**src/rtl/pkdr_pkg.sv**
```systemverilog
`timescale 1ns / 1ps
`default_nettype none
// ----------------------------------------------------------------------------
// pkdr_pkg: shared definitions for the payload keyword drop and rewrite block
// Register defaults, register indexes, verdict codes, control structs and the
// pattern byte selector used by the top level and its cells.
// ----------------------------------------------------------------------------
package pkdr_pkg;

	// Configuration register layout
	localparam int unsigned REG_W = 32;
	localparam int unsigned REG_BYTES = REG_W / 8;
	localparam int unsigned CFG_IDX_W = 2;

	typedef enum logic [CFG_IDX_W-1:0] {
		REG_DROP   = 2'd0,
		REG_MATCH  = 2'd1,
		REG_CHANGE = 2'd2
	} cfg_reg_t;

	// Reset values of the pattern registers ("eeff", "aabb", "ccdd")
	localparam logic [REG_W-1:0] DROP_RESET   = 32'h6565_6666;
	localparam logic [REG_W-1:0] MATCH_RESET  = 32'h6161_6262;
	localparam logic [REG_W-1:0] CHANGE_RESET = 32'h6363_6464;

	// Default keyword length in bytes
	localparam int unsigned PATTERN_BYTES_DEF = 4;

	// Verdict carried on the last byte of a packet
	typedef enum logic [1:0] {
		VERDICT_PASS    = 2'd0,
		VERDICT_DROP    = 2'd1,
		VERDICT_REWRITE = 2'd2
	} verdict_t;

	// Control handed to every window cell
	typedef struct packed {
		logic shift;
		logic clear;
	} cell_ctrl_t;

	// Control handed to the output buffer
	typedef struct packed {
		logic     load;
		logic     last;
		verdict_t verdict;
	} obuf_ctrl_t;

	// Byte j of a pattern, counted from the newest (least significant) end;
	// bytes beyond the register read as zero
	function automatic logic [7:0] pat_byte(input logic [REG_W-1:0] w, input int unsigned j);
		logic [7:0] r;
		r = 8'h00;
		if (j < REG_BYTES) begin
			r = w[8*j +: 8];
		end
		return r;
	endfunction

endpackage
`default_nettype wire

```
**src/rtl/pkdr_stream_if.sv**
```systemverilog
`timescale 1ns / 1ps
`default_nettype none
// ----------------------------------------------------------------------------
// pkdr stream interfaces
// Valid/ready channels for payload bytes in and rewritten bytes out.
// ----------------------------------------------------------------------------
interface pkdr_in_if;
	logic       valid;
	logic       ready;
	logic [7:0] data_byte;
	logic       packet_end;

	modport source(output valid, output data_byte, output packet_end, input ready);
	modport sink(input valid, input data_byte, input packet_end, output ready);
endinterface

interface pkdr_out_if;
	logic       valid;
	logic       ready;
	logic [7:0] out_byte;
	logic       out_last;
	logic [1:0] verdict;

	modport source(output valid, output out_byte, output out_last, output verdict,
		input ready);
	modport sink(input valid, input out_byte, input out_last, input verdict,
		output ready);
endinterface
`default_nettype wire

```
**src/rtl/pkdr_cell.sv**
```systemverilog
`timescale 1ns / 1ps
`default_nettype none
// ----------------------------------------------------------------------------
// pkdr_cell: one byte position of the search windows
// Holds one original byte and one rewritten byte, shifts them on to the next
// cell on each transfer inside a packet, and compares its original and
// rewritten byte with its position of the drop and match patterns.
// ----------------------------------------------------------------------------
module pkdr_cell (
	input  wire                 clk,
	input  wire                 arst_n,
	input  wire pkdr_pkg::cell_ctrl_t ctrl,
	input  wire [7:0]           in_orig,
	input  wire [7:0]           in_rew,
	input  wire                 in_valid,
	input  wire [7:0]           drop_byte,
	input  wire [7:0]           match_byte,
	output logic [7:0]          orig,
	output logic [7:0]          rew,
	output logic                valid,
	output logic                drop_eq,
	output logic                match_eq
);

	logic [7:0] orig_q;
	logic [7:0] rew_q;
	logic       valid_q;

	// Occupancy: drop at packet end, take the neighbour's flag on a shift
	always_ff @(posedge clk or negedge arst_n) begin
		if (!arst_n) begin
			valid_q <= 1'b0;
		end else if (ctrl.clear) begin
			valid_q <= 1'b0;
		end else if (ctrl.shift) begin
			valid_q <= in_valid;
		end
	end

	// Window bytes: advance on each transfer inside a packet
	always_ff @(posedge clk) begin
		if (ctrl.shift) begin
			orig_q <= in_orig;
			rew_q  <= in_rew;
		end
	end

	assign orig     = orig_q;
	assign rew      = rew_q;
	assign valid    = valid_q;
	assign drop_eq  = (orig_q == drop_byte);
	assign match_eq = (rew_q == match_byte);

endmodule
`default_nettype wire

```
**src/rtl/pkdr_obuf.sv**
```systemverilog
`timescale 1ns / 1ps
`default_nettype none
// ----------------------------------------------------------------------------
// pkdr_obuf: output register stage
// Holds one emitted byte, or the whole window at packet end, and presents the
// bytes oldest first; marks the final byte with the packet verdict.
// ----------------------------------------------------------------------------
module pkdr_obuf #(
	parameter int unsigned PATTERN_BYTES = pkdr_pkg::PATTERN_BYTES_DEF
) (
	input  wire                          clk,
	input  wire                          arst_n,
	input  wire pkdr_pkg::obuf_ctrl_t    ctrl,
	input  wire [$clog2(PATTERN_BYTES+1)-1:0] load_cnt,
	input  wire [7:0]                    load_bytes [PATTERN_BYTES],
	output logic                         can_load,
	pkdr_out_if.source                   result
);

	localparam int unsigned CW   = $clog2(PATTERN_BYTES + 1);
	localparam int unsigned IDXW = (PATTERN_BYTES > 1) ? $clog2(PATTERN_BYTES) : 1;

	logic [7:0]         bytes_q [PATTERN_BYTES];
	logic [CW-1:0]      cnt_q;
	logic               last_q;
	pkdr_pkg::verdict_t verdict_q;
	logic               pop;
	logic [CW-1:0]      cnt_m1;
	logic               final_byte;

	assign pop      = (cnt_q != '0) && result.ready;
	assign can_load = (cnt_q == '0) || ((cnt_q == CW'(1)) && result.ready);
	assign cnt_m1   = cnt_q - CW'(1);

	// Count of bytes still to send: reload on a new batch, count down per transfer
	always_ff @(posedge clk or negedge arst_n) begin
		if (!arst_n) begin
			cnt_q <= '0;
		end else if (ctrl.load) begin
			cnt_q <= load_cnt;
		end else if (pop) begin
			cnt_q <= cnt_m1;
		end
	end

	// Batch payload: hold until the next load
	always_ff @(posedge clk) begin
		if (ctrl.load) begin
			bytes_q   <= load_bytes;
			last_q    <= ctrl.last;
			verdict_q <= ctrl.verdict;
		end
	end

	assign final_byte      = last_q && (cnt_q == CW'(1));
	assign result.valid    = (cnt_q != '0);
	assign result.out_byte = bytes_q[cnt_m1[IDXW-1:0]];
	assign result.out_last = final_byte;
	assign result.verdict  = final_byte ? verdict_q : pkdr_pkg::VERDICT_PASS;

endmodule
`default_nettype wire

```
**src/rtl/payload_keyword_drop_and_rewrite.sv**
```systemverilog
`timescale 1ns / 1ps
`default_nettype none
// ----------------------------------------------------------------------------
// payload_keyword_drop_and_rewrite: packet payload keyword filter and rewriter
// A chain of window cells tracks the last PATTERN_BYTES-1 original and
// rewritten bytes; the drop keyword marks the packet for discard and each
// match word is replaced by the change word, scanned left to right.
// ----------------------------------------------------------------------------
// Throughput: one payload byte per cycle inside a packet, unless the output stalls.
// Latency: a byte leaves PATTERN_BYTES-1 bytes after it arrives, through one
//   output register; a packet shorter than that leaves only at its end.
// Packet end: the window (up to PATTERN_BYTES bytes) drains from the output
//   register one byte a cycle while ready is high; input waits for its last byte.
// Reset: clears the windows, packet flags and output stage, and loads the
//   pattern registers with their defaults.
module payload_keyword_drop_and_rewrite #(
	parameter int unsigned PATTERN_BYTES = pkdr_pkg::PATTERN_BYTES_DEF
) (
	input  wire                              clk,
	input  wire                              arst_n,
	input  wire                              cfg_we,
	input  wire [pkdr_pkg::CFG_IDX_W-1:0]    cfg_idx,
	input  wire [pkdr_pkg::REG_W-1:0]        cfg_data,
	pkdr_in_if.sink                          payload,
	pkdr_out_if.source                       result
);

	localparam int unsigned NC = (PATTERN_BYTES > 1) ? PATTERN_BYTES - 1 : 1;
	localparam int unsigned CW = $clog2(PATTERN_BYTES + 1);

	logic [pkdr_pkg::REG_W-1:0] drop_pattern_q;
	logic [pkdr_pkg::REG_W-1:0] match_pattern_q;
	logic [pkdr_pkg::REG_W-1:0] change_pattern_q;
	logic                       drop_seen_q;
	logic                       rewrite_seen_q;

	logic [7:0]  c_orig [NC];
	logic [7:0]  c_rew  [NC];
	logic [NC-1:0] c_valid;
	logic [NC-1:0] c_deq;
	logic [NC-1:0] c_meq;

	logic [7:0]  cand_raw [PATTERN_BYTES];
	logic [7:0]  cand_fin [PATTERN_BYTES];
	logic [7:0]  load_bytes [PATTERN_BYTES];

	pkdr_pkg::cell_ctrl_t cctrl;
	pkdr_pkg::obuf_ctrl_t octrl;
	logic          accept;
	logic          can_load;
	logic          full;
	logic          win_deq;
	logic          win_meq;
	logic          drop_hit;
	logic          replace;
	logic [CW-1:0] fill;
	logic [CW-1:0] k_cnt;
	logic [CW-1:0] load_cnt;

	assign payload.ready = can_load;
	assign accept        = payload.valid && can_load;
	assign cctrl.shift   = accept && !payload.packet_end;
	assign cctrl.clear   = accept && payload.packet_end;

	// Pattern registers
	always_ff @(posedge clk or negedge arst_n) begin
		if (!arst_n) begin
			drop_pattern_q   <= pkdr_pkg::DROP_RESET;
			match_pattern_q  <= pkdr_pkg::MATCH_RESET;
			change_pattern_q <= pkdr_pkg::CHANGE_RESET;
		end else if (cfg_we) begin
			case (cfg_idx)
				pkdr_pkg::REG_DROP:   drop_pattern_q   <= cfg_data;
				pkdr_pkg::REG_MATCH:  match_pattern_q  <= cfg_data;
				pkdr_pkg::REG_CHANGE: change_pattern_q <= cfg_data;
				default: ;
			endcase
		end
	end

	// Chain of window cells; cell j holds candidate byte j and compares as byte j+1
	generate
		if (PATTERN_BYTES > 1) begin : g_chain
			for (genvar j = 0; j < PATTERN_BYTES - 1; j++) begin : g_cell
				pkdr_cell u_cell (
					.clk        (clk),
					.arst_n     (arst_n),
					.ctrl       (cctrl),
					.in_orig    ((j == 0) ? payload.data_byte : c_orig[(j == 0) ? 0 : j-1]),
					.in_rew     (cand_fin[j]),
					.in_valid   ((j == 0) ? 1'b1 : c_valid[(j == 0) ? 0 : j-1]),
					.drop_byte  (pkdr_pkg::pat_byte(drop_pattern_q, j + 1)),
					.match_byte (pkdr_pkg::pat_byte(match_pattern_q, j + 1)),
					.orig       (c_orig[j]),
					.rew        (c_rew[j]),
					.valid      (c_valid[j]),
					.drop_eq    (c_deq[j]),
					.match_eq   (c_meq[j])
				);
			end
			assign full    = c_valid[NC-1];
			assign win_deq = &c_deq;
			assign win_meq = &c_meq;
		end else begin : g_nochain
			assign c_orig[0] = 8'h00;
			assign c_rew[0]  = 8'h00;
			assign c_valid   = '0;
			assign c_deq     = '0;
			assign c_meq     = '0;
			assign full      = 1'b1;
			assign win_deq   = 1'b1;
			assign win_meq   = 1'b1;
		end
	endgenerate

	// Match on the full window, newest byte included
	assign drop_hit = full && win_deq
		&& (payload.data_byte == pkdr_pkg::pat_byte(drop_pattern_q, 0));
	assign replace  = full && win_meq
		&& (payload.data_byte == pkdr_pkg::pat_byte(match_pattern_q, 0));

	// Candidate word, with the change word written over a match
	generate
		for (genvar j = 0; j < PATTERN_BYTES; j++) begin : g_cand
			if (j == 0) begin : g_new
				assign cand_raw[j] = payload.data_byte;
			end else begin : g_old
				assign cand_raw[j] = c_rew[j-1];
			end
			assign cand_fin[j] = replace ? pkdr_pkg::pat_byte(change_pattern_q, j)
				: cand_raw[j];
		end
	endgenerate

	// Window occupancy: valid cells form a prefix of the chain
	always_comb begin
		fill = '0;
		for (int unsigned j = 0; j < PATTERN_BYTES - 1; j++) begin
			fill = fill + CW'(c_valid[j]);
		end
	end
	assign k_cnt = fill + CW'(1);

	// Output batch: the oldest byte alone, or the whole window at packet end
	always_comb begin
		for (int unsigned j = 0; j < PATTERN_BYTES; j++) begin
			load_bytes[j] = cand_fin[j];
		end
		if (!payload.packet_end) begin
			load_bytes[0] = cand_fin[PATTERN_BYTES-1];
		end
	end
	assign load_cnt = payload.packet_end ? k_cnt : CW'(1);

	assign octrl.load    = accept && (payload.packet_end || full);
	assign octrl.last    = payload.packet_end;
	assign octrl.verdict = (drop_seen_q || drop_hit) ? pkdr_pkg::VERDICT_DROP
		: ((rewrite_seen_q || replace) ? pkdr_pkg::VERDICT_REWRITE
		: pkdr_pkg::VERDICT_PASS);

	// Packet flags: gather hits, drop at packet end
	always_ff @(posedge clk or negedge arst_n) begin
		if (!arst_n) begin
			drop_seen_q    <= 1'b0;
			rewrite_seen_q <= 1'b0;
		end else if (cctrl.clear) begin
			drop_seen_q    <= 1'b0;
			rewrite_seen_q <= 1'b0;
		end else if (cctrl.shift) begin
			drop_seen_q    <= drop_seen_q || drop_hit;
			rewrite_seen_q <= rewrite_seen_q || replace;
		end
	end

	pkdr_obuf #(
		.PATTERN_BYTES (PATTERN_BYTES)
	) u_obuf (
		.clk        (clk),
		.arst_n     (arst_n),
		.ctrl       (octrl),
		.load_cnt   (load_cnt),
		.load_bytes (load_bytes),
		.can_load   (can_load),
		.result     (result)
	);

endmodule
`default_nettype wire
```
**src/flat_wrapper.sv**
```systemverilog
// flat-port wrapper written by rule: the top's interface ports become plain ports
module payload_keyword_drop_and_rewrite_flat 
#(
	parameter int unsigned PATTERN_BYTES = pkdr_pkg::PATTERN_BYTES_DEF
)
  (clk, arst_n, cfg_we, cfg_idx, cfg_data, payload_valid, payload_data_byte, payload_packet_end, payload_ready, result_valid, result_out_byte, result_out_last, result_verdict, result_ready);
  pkdr_in_if payload_i ();
  pkdr_out_if result_i ();
  input  wire clk;
  input  wire arst_n;
  input  wire cfg_we;
  input  wire [pkdr_pkg::CFG_IDX_W-1:0] cfg_idx;
  input  wire [pkdr_pkg::REG_W-1:0] cfg_data;
  input wire logic [$bits(payload_i.valid)-1:0] payload_valid;
  input wire logic [$bits(payload_i.data_byte)-1:0] payload_data_byte;
  input wire logic [$bits(payload_i.packet_end)-1:0] payload_packet_end;
  output wire logic [$bits(payload_i.ready)-1:0] payload_ready;
  output wire logic [$bits(result_i.valid)-1:0] result_valid;
  output wire logic [$bits(result_i.out_byte)-1:0] result_out_byte;
  output wire logic [$bits(result_i.out_last)-1:0] result_out_last;
  output wire logic [$bits(result_i.verdict)-1:0] result_verdict;
  input wire logic [$bits(result_i.ready)-1:0] result_ready;
  assign payload_i.valid = payload_valid;
  assign payload_i.data_byte = payload_data_byte;
  assign payload_i.packet_end = payload_packet_end;
  assign payload_ready = payload_i.ready;
  assign result_valid = result_i.valid;
  assign result_out_byte = result_i.out_byte;
  assign result_out_last = result_i.out_last;
  assign result_verdict = result_i.verdict;
  assign result_i.ready = result_ready;
  payload_keyword_drop_and_rewrite #(.PATTERN_BYTES(PATTERN_BYTES)) u_core (.clk(clk), .arst_n(arst_n), .cfg_we(cfg_we), .cfg_idx(cfg_idx), .cfg_data(cfg_data), .payload(payload_i), .result(result_i));
endmodule
```
**config.mk**
```make
export PLATFORM = sky130hd
export DESIGN_NAME = payload_keyword_drop_and_rewrite_flat
export DESIGN_NICKNAME = d
export VERILOG_FILES = /design/src/rtl/pkdr_pkg.sv /design/src/rtl/pkdr_stream_if.sv /design/src/rtl/pkdr_cell.sv /design/src/rtl/pkdr_obuf.sv /design/src/rtl/payload_keyword_drop_and_rewrite.sv /design/src/flat_wrapper.sv
export SDC_FILE = /design/constraint.sdc
export NUM_CORES = 1
export LEC_CHECK = 0
export CAP_MARGIN = 20
export CELL_PAD_IN_SITES_DETAIL_PLACEMENT = 1
export CELL_PAD_IN_SITES_GLOBAL_PLACEMENT = 2
export CORE_ASPECT_RATIO = 0.8
export CORE_UTILIZATION = 43
export DETAILED_ROUTE_END_ITERATION = 8
export DONT_BUFFER_PORTS = 1
export PLACE_DENSITY = 0.81
export SYNTH_ARGS = -nofsm -noshare
export SYNTH_HDL_FRONTEND = slang
export SYNTH_SLANG_ARGS = --single-unit
```
**constraint.sdc**
```tcl
create_clock -name clk -period 4.21 [get_ports clk]
set_clock_uncertainty 0.05 [all_clocks]
set_input_delay 0.842 -clock clk [delete_from_list [all_inputs] [get_ports clk]]
set_output_delay 0.842 -clock clk [all_outputs]
set_load 0.01 [all_outputs]
```
# Yosys cells after proc, flatten, opt, wreduce, memory -nomap -nowiden

Index checks and enable logic that the tools add are counted.

Flip-flop bits (word level): 187
Bits in latches: 0
Memory bits (writable): 0
Bits in read-only memories: 0
Bits of input ports: 48
Output and inout bits: 13
Word-level logic and storage cells: 87
Memories: 0

Add/subtract/negate cells: 4
$mul: 0
Divide/modulo/power cells: 0
Order comparisons: 1
Eq/ne operators: 11
Shift operators: 0
Muxes and demuxes: 23
Bitwise logic cells: 1
Reduce and logical (&&, ||, !) cells: 26

Operators with widths:

| kind                                                                   | number |
|---|---|
| 8-bit equality test                                                    | 8 |
| 8-bit 2-to-1 mux                                                       | 7 |
| 8-bit binary-select mux with 2-bit select                              | 1 |
| 1-bit logical AND                                                      | 11 |
| 1-bit 2-to-1 mux                                                       | 10 |
| 3-bit 2-to-1 mux                                                       | 3 |
| 2-bit AND reduction                                                    | 3 |
| 3-bit AND reduction                                                    | 2 |
| 1-bit logical OR                                                       | 4 |
| 2-bit 2-to-1 mux                                                       | 2 |
| 2-bit nonzero test                                                     | 2 |
| 3-bit by 1-bit adder with 3-bit output                                 | 1 |
| 3-bit by 1-bit adder with 3-bit output (second input constant)         | 1 |
| 3-bit by 1-bit equality test with 1-bit output (second input constant) | 1 |
| 3-bit >= comparator (second input constant)                            | 1 |
| 3-bit zero test                                                        | 1 |
| 2-bit NOT with 3-bit output                                            | 1 |
| 3-bit nonzero test                                                     | 1 |
| 3-bit by 1-bit subtractor with 3-bit output (second input constant)    | 1 |
| 1-bit by 1-bit adder with 2-bit output                                 | 1 |
| 2-bit by 1-bit equality test with 1-bit output (second input constant) | 1 |
| 2-bit equality test (second input constant)                            | 1 |
| 2-bit zero test                                                        | 1 |
| 1-bit zero test                                                        | 1 |

# Depth between registers and ports, before layout

Gate-level depths: netlist of the first run.

Depth in word-level cells: 7
Mapped depth: 8
Mapped depth without buffers: 8

# Hierarchy

Synthesis of the first run repeated with hierarchy kept, for this count alone.

Cells, all modules: 497
Area total of the unflattened synthesis: 8,282.9 µm²

By module, submodules not included:

| module                           | instances | cells an instance | area each (µm²) | sequential area each (µm²) |
|---|---|---|---|---|
| payload_keyword_drop_and_rewrite | 1         | 300               | 4,722.0         | 2,504.9 |
| pkdr_cell                        | 3         | 41                | 691.9           | 505.5 |
| pkdr_obuf                        | 1         | 74                | 1,485.2         | 1,126.1 |

# Worst setup path before layout of the first run

Ideal clock, no wire load.

Path type: register to register
Start: reg u_core.u_obuf.cnt_q[0]
End: reg u_core.g_chain.g_cell[0].u_cell.orig_q[0], enable pin
Setup time: 455 ps
Arrival: 3,460 ps
Data required time: 3,705 ps
Slack: 244 ps
Cell stages (with the launch flop): 8
Path buffers: 1
Period minus slack after synthesis: 3,966 ps
Cell sequence: dfrtp_1 clkbuf_1 inv_1 ha_1 a21oi_1 nor2_1 nand2_1 nor2_1

RTL lines:

| what                   | line            | text |
|---|---|---|
| start, declared        | pkdr_obuf.sv:24 | `logic [CW-1:0] cnt_q;` |
| start signal, assigned | pkdr_obuf.sv:40 | `cnt_q <= load_cnt;` |
| start signal, assigned | pkdr_obuf.sv:42 | `cnt_q <= cnt_m1;` |
| end signal, assigned   | pkdr_cell.sv:43 | `orig_q <= in_orig;` |
| end, declared          | pkdr_cell.sv:25 | `logic [7:0] orig_q;` |

==> qor.txt, run 1 <==
Post-DRT Antenna Nets: 0
Critical path depth: 6
GRT Util Overall: 0.208
Detailed-route wire length per cell: 24.6 um
Synth cell count leaders: 97 x mux2_2, 83 x edfxtp_1, 62 x dfrtp_1
FFs w/ async S/R, synth: 0.556
Remaining DRCs: 0
RSZ-0062 raised after global routing: false
Yosys warnings: 0
Largest net degree at the start of global routing: 105
Hold Vio Cnt, Final: 0
First-pass GRT wire length: 29,400 um
Max-cap viol count: 0
Area Growth Syn to Fin: 10.7%
Worst slew pin tran: 0.726 ns
Vias per cell: 5.48
CP cell instances: xor2_1 > nor4_1 > nand4_1 > or3_2 > buf_12 > mux2_4
Reg2reg path depth: 6
Status: complete, no violations
Core Region: 18,400 sq um
WP data arrival: 3.20 ns
Final core utilization: 0.494
Vias in the first global route: 4,633
CP endpoint: u_core.g_chain.g_cell[2].u_cell.rew[4]
RR Endpoint: u_core.g_chain.g_cell[2].u_cell.rew[4]
Clk sinks: 187
Crit-path max FO: 29
Sequential cell area fraction in the yosys report: 0.626
Seq cells post-synth: 187
Synth Cell Area: 8230 sq um
Count leader, synth: mux2_2
Share of layout cells above drive strength 1: 0.446
Row count: 44
Gate Count Post-Synth: 489
Die height: 126 um
Cts bufs inserted: 17
Max rail drop VDD: 302 uV
CTS Buffer Depth: 2
CP max-delay cell: or3_2
Tcrit/Tclk final: 0.729
Hold_buf cts: 0
Worst R2R Setup Slack: 1.14 ns
DP HPWL: 12,600 um
Detailed-route wire length: 18,900 um
Avg Inst Size Synth: 16.8 sq um
Die Wd: 157 um
Max Slew Vio Count: 0
CP delay by family, top: simple AND/OR/NAND/NOR gates
Number of synthesized flops with an enable pin: 83
Finished Layout Cells: 766
CP bufs+invs: 1
Vias: 4,198
Ys flop type: edfxtp_1
Number of setup buffers added after CTS: 0
Data required, critical path: 4.33 ns
Layout Nets: 554
GPL Wtd Cong: 0.765
Resized cells post-CTS: 0
Initial antenna violation count: 0
CTS tree: done
Kind of critical path: reg2reg
Pleak: 3.49 nW
Fmax: 326 MHz
# diodes: 0
Worst setup path startpoint: u_core.g_chain.g_cell[1].u_cell.rew[2]
Fin crit period: 3.07 ns
PD cells: 554 nW/um^2
Pre-antenna DRT Iters: 4
Top-area cell type share of the netlist area: 0.303
Initial Utilization: 0.446
Top cells by area, synth: edfxtp_1 30%, dfrtp_1 19%, dfstp_2 13%
Leading area contributor after synthesis: edfxtp_1
Path category of the worst min-delay check: in2async
Skew-Pair Late Insertion Delay: 0.43 ns
Worst Setup End Kind: flip-flop
Clock transition at path regs: 0.07 ns
Total grt overflow: 0
Rel. slew slack: 0.516
IO Count: 61
Initial DRC count: 307
Total die area: 19,700 sq um
Worst slack, placed: 0.836 ns
Sum Neg Setup Slack: 0 ns
Syn nets: 543
Distinct cells, synth: 36
Setup slack after layout: 1.14 ns
Final setup violation count: 0
R2R Path Start: u_core.g_chain.g_cell[1].u_cell.rew[2]
IO buf count: 0
CP max stage delay: 0.77 ns
H-tree depth: 4
Clock Tree Root: clkbuf_16
DP Cell Count: 734
Crit path launch type: flip-flop
-- registers in the layout, indices dropped and copies added (netlist names) --
register                            cells
u_core.change_pattern_q                32
u_core.u_obuf.cnt_q                     3
u_core.u_obuf.last_q                    1
u_core.u_obuf.bytes_q                  32
u_core.drop_seen_q                      1
u_core.match_pattern_q                 32
u_core.rewrite_seen_q                   1
u_core.u_obuf.verdict_q                 2
u_core.g_chain.g_cell.u_cell.rew       24
u_core.g_chain.g_cell.u_cell.valid      3
u_core.g_chain.g_cell.u_cell.orig      24
u_core.drop_pattern_q                  32
-- cell usage in the layout, fill, tap and decap left out, types with 4 or more instances in the layout --
cell type | synthesis | final
mux2_2 | 97 | 97
edfxtp_1 | 83 | 83
dfrtp_1 | 62 | 62
dfstp_2 | 42 | 42
xor2_1 | 36 | 36
mux2_4 | 31 | 31
xnor2_1 | 29 | 29
clkbuf_16 | 0 | 17
mux4_2 | 16 | 16
nor4_1 | 9 | 9
inv_1 | 8 | 8
nand4_1 | 7 | 7
nand2_1 | 7 | 7
buf_4 | 0 | 7
nand3_1 | 6 | 6
ha_1 | 6 | 6
nor2_1 | 5 | 4
clkinvlp_4 | 0 | 4
clkbuf_8 | 0 | 4
-- power by group --
| part | leakage [nW] | switching [W] | internal (W) |
|---|---|---|---|
| clock | 0.285 | 0.000679 | 0.000934 |
| combinational | 1.27 | 0.000503 | 0.000457 |
| sequential | 1.93 | 0.000198 | 0.00227 |
-- metrics by stage --
step	cell area, sq um	hold WS, ns	total power, W
after global placement	8500	0.401	0.00343
after global routing	9100	0.0346	0.00526
after floorplan	8230	0.397	0.00314
final	9100	0.0590	0.00504
after CTS	9100	0.0426	0.00509
after detailed placement	8500	0.410	0.00348
-- final cells by class --
cell class              count  area, sq um
flip-flops and latches    187         5150
clock inverters            11          118
multi-input cells         277         2930
inverters                   9         33.8
repair buffers              8         72.6
fillers                  1745         9340
well taps                 253          317
clock buffers              21          480
-- cell families (layout without fill, tap and decap cells) --
logic type,after synthesis,after routing,share of synthesized area
DFF,187,187,0.626
muxes,144,144,0.233
xor gates and xnor gates,65,65,0.0692
and+or+nand+nor,48,48,0.0321
buffers and inverters,25,49,0.0192
AOI/OAI and AO/OA,14,14,0.0114
adders and majority gates,6,6,0.00913
-- worst min-delay path by stage --
stage,startpoint,to,slack [ns]
after global placement,u_core.g_chain.g_cell[0].u_cell.orig[4],u_core.g_chain.g_cell[1].u_cell.orig[4],0.40
after floorplan,u_core.g_chain.g_cell[0].u_cell.orig[2],u_core.g_chain.g_cell[1].u_cell.orig[2],0.40
after detailed placement,u_core.g_chain.g_cell[0].u_cell.orig[7],u_core.g_chain.g_cell[1].u_cell.orig[7],0.41
after global routing,arst_n,u_core.change_pattern_q[7],0.03
final,arst_n,u_core.drop_seen_q,0.06
after CTS,arst_n,u_core.change_pattern_q[7],0.04
-- layer usage --
layer  global-route usage  wire (um)  vias to the layer above  share of wire
li1                     -          -                     1830              -
met3               0.0661       1240                       12          0.066
met4               0.0433        133                        0         0.0071
met5                    0          0                        -              0
met2                0.329       9080                       87           0.48
met1                0.283       8400                     2269           0.45
-- worst reg2reg max path, stage by stage (launching register included) --
cell and delay, ns:
edfxtp_1 0.40, xor2_1 0.19, nor4_1 0.49, nand4_1 0.28, or3_2 0.77, buf_12 0.29
mux2_4 0.36
Power figures use the tool's default switching activity.
==> run 2, diff against run 1 <==
ABC_AREA = 1   (was not set)
CORE_UTILIZATION = 40   (was 43)
PLACE_DENSITY = 0.87   (was 0.81)
clock period = 3.15 ns   (was 4.21 ns; I/O delays follow)
==> qor.txt, run 2 <==
Seq cells post-synth: 187 (unchanged)
# fillers: 2,442 (+40%)
Core Region: 20,900 sq um (+14%)
Kind of critical path: reg2out
Final setup violation count: 0 (unchanged)
Leading area contributor after synthesis: edfxtp_1
Die height: 134 um (+6.3%)
CTS Buffer Depth: 2 (unchanged)
Fmax: 367 MHz
Syn nets: 998 (+84%)
Initial antenna violation count: 0 (unchanged)
Simple-gate share of the synthesized area: 0.203 (+0.171)
Path category of the worst min-delay check: in2async
Most frequent cells in the layout: 261 x nand2_1, 140 x inv_1, 126 x o21ai_0
FF/Latch Area: 5150 sq um (unchanged)
Avg Inst Size Synth: 9.18 sq um (-45%)
Initial DRC count: 436 (+42%)
CP delay by family, top: buffers and inverters
Sum Neg Setup Slack: 0 ns (unchanged)
Vias per cell: 5.01 (-8.5%)
Max rail drop VDD: 309 uV (+2.2%)
Number of synthesized flops with an enable pin: 83 (unchanged)
Largest net degree at the start of global routing: 104 (-0.95%)
Resized cells post-CTS: 0 (unchanged)
Total die area: 22,300 sq um (+13%)
Multi-input gate area: 2820 sq um (-3.8%)
Hold Vio Cnt, Final: 0 (unchanged)
Post-DRT Antenna Nets: 0 (unchanged)
Adder-cell share of the synthesized area: 0.00867 (-0.000461)
Vias in the first global route: 6,599 (+42%)
Net Sw Power: 0.00213 W (+54%)
Share of layout cells above drive strength 1: 0.133 (-0.313)
Gate Count Post-Synth: 944 (+93%)
Combinational share of power: 0.222 (+0.032)
CTS tree: done
Clock Tree Root: clkbuf_16
CP bufs+invs: 3 (+2)
Seq pwr share: 0.466 (-0.024)
Detailed-route wire length per cell: 19.2 um (-22%)
Initial Utilization: 0.414 (-0.0322)
Vias: 6,207 (+48%)
Clk sinks: 187 (unchanged)
# diodes: 0 (unchanged)
Layout Nets: 1,010 (+82%)
IO Count: 61 (unchanged)
Max-cap viol count: 0 (unchanged)
DP HPWL: 16,900 um (+34%)
Synth cell count leaders: 263 x nand2_1, 140 x inv_1, 126 x o21ai_0
Most common cell after layout, fill and taps aside: nand2_1
Total grt overflow: 0 (unchanged)
Remaining DRCs: 4 (+4)
Clock transition at path regs: 0.07 ns (about the same)
Top-area cell type share of the netlist area: 0.288 (-0.0153)
Largest family of logic cells by synthesized area: simple AND/OR/NAND/NOR gates
Row count: 47 (+6.8%)
Worst Setup End Kind: output pin
Crit-path max FO: 10 (-66%)
Area Growth Syn to Fin: 11.2%
Worst slack, placed: 0.688 ns (-0.148 ns)
Pre-antenna DRT Iters: 7 (+3)
Fin crit period: 2.72 ns
Rel. slew slack: 0.598 (+0.0821)
Distinct cells, synth: 34 (-5.6%)
CP cell instances: clkinv_1 > ha_1 > inv_1 > o21ai_0 > o22ai_1 > buf_4
H-tree depth: 4 (unchanged)
Setup slack after layout: 0.426 ns (-0.714 ns)
CP max stage delay: 0.42 ns (-0.35 ns)
Synth Cell Area: 8660 sq um (+5.3%)
Top cells by area, synth: edfxtp_1 29%, dfrtp_1 18%, dfstp_2 13%
Yosys warnings: 0 (unchanged)
CP max-delay cell: ha_1
Xor and xnor area share after synthesis: 0.0222 (-0.0470)
Post-synthesis compound-gate area fraction: 0.0901 (+0.0787)
Sequential cell area fraction in the yosys report: 0.594 (-0.0316)
Pleak: 4.32 nW (+24%)
Die Wd: 167 um (+6.3%)
Count leader, synth: nand2_1
Clock network power share: 0.312 (-0.008)
Ys flop type: edfxtp_1
PD cells: 700 nW/um^2 (+26%)
Failing checks: design-rule violations
Worst hold slack: 0.0755 ns (+0.0165 ns)
Worst slew pin tran: 0.602 ns (-0.124 ns)
WP data arrival: 2.04 ns (-1.16 ns)
Tcrit/Tclk final: 0.865
Crit path launch type: flip-flop
FFs w/ async S/R, synth: 0.556 (unchanged)
GPL Wtd Cong: 0.791 (+3.4%)
Skew-Pair Late Insertion Delay: 0.44 ns (about the same)
Switching Fraction: 0.316 (+0.0424)
Mux cell area share after synthesis: 0 (-0.233)
First-pass GRT wire length: 38,100 um (+30%)
Max Slew Vio Count: 0 (unchanged)
Status: complete, but fails checks
IO buf count: 0 (unchanged)
Detailed-route wire length: 23,700 um (+26%)
RSZ-0062 raised after global routing: false
Data required, critical path: 2.47 ns (-1.86 ns)
GRT Util Overall: 0.229 (+0.0211)
Cts bufs inserted: 17 (unchanged)
P_int: 0.00461 W (+26%)
==> run 2: changes by cell type after synthesis, moves of 20 or more <==
cell,previous run,this run
inv_1,8,140
mux2_4,31,0
mux2_2,97,0
nand2_1,7,263
xnor2_1,29,9
nand3_1,6,28
nor2_1,5,55
xor2_1,36,13
o21ai_0,3,126
==> run 2: logic make-up (layout without fill, tap and decap cells) <==
group | count (synthesis) | after routing
flops | 187 | 187
simple gates | 403 | 403
fa+ha+maj | 6 | 6
compound gates | 152 | 152
buf+inv | 174 | 199
xor+xnor | 22 | 22
==> run 2: final cells by class <==
cell class | count | area share
inverter | 146 | 0.0570
tap | 269 | 0.0349
timing repair buffer | 21 | 0.0226
sequential | 187 | 0.534
clock inverter | 14 | 0.0126
multi-input combinational | 583 | 0.293
clock buffer | 18 | 0.0456
==> run 2: per-layer routing <==
layer	up-vias	wire length, um	GRT usage
met5	-	0	0
met4	0	261	0.0581
met3	16	788	0.0469
met2	84	11100	0.376
met1	3075	11600	0.312
li1	3032	-	-
==> run 2: final timing paths <==
check	cells after the start	from	slack, ns	to
max	6	u_core.u_obuf.cnt_q[0]	0.43	result_out_byte[2]
max in group asynchronous	1	arst_n	2.28	u_core.match_pattern_q[22]
min reg2reg	0	u_core.g_chain.g_cell[1].u_cell.orig[3]	0.43	u_core.g_chain.g_cell[2].u_cell.orig[3]
max reg2reg	9	u_core.u_obuf.cnt_q[0]	0.67	u_core.u_obuf.bytes_q[3]
min in group clk	0	payload_data_byte[7]	0.23	u_core.g_chain.g_cell[0].u_cell.orig[7]
min	1	arst_n	0.08	u_core.match_pattern_q[17]
==> run 2: power by group through the flow <==
stage	clock, W	sequential, W	combinational [W]
after floorplan	0	0.00312	0.000926
after global placement	0	0.00318	0.00142
after detailed placement	0	0.00319	0.00146
after CTS	0.00213	0.00315	0.00152
after global routing	0.00221	0.00319	0.00170
final	0.00210	0.00314	0.00150
==> run 2: per-stage QoR <==
step	utilization	total power, W	std cells	instance area [sq um]
CTS	0.458	0.00679	1236	9590
floorplan	-	0.00405	944	8670
global placement	0.430	0.00460	1202	9000
detailed placement	0.430	0.00465	1202	9000
finish	0.460	0.00675	1238	9630
global route	0.460	0.00710	1238	9630
==> run 2: repair_timing <==
item / CTS / global route
setup buffers: 0 / 0
hold endpoints to repair: 103 / 0
hold buffers: 2 / 0
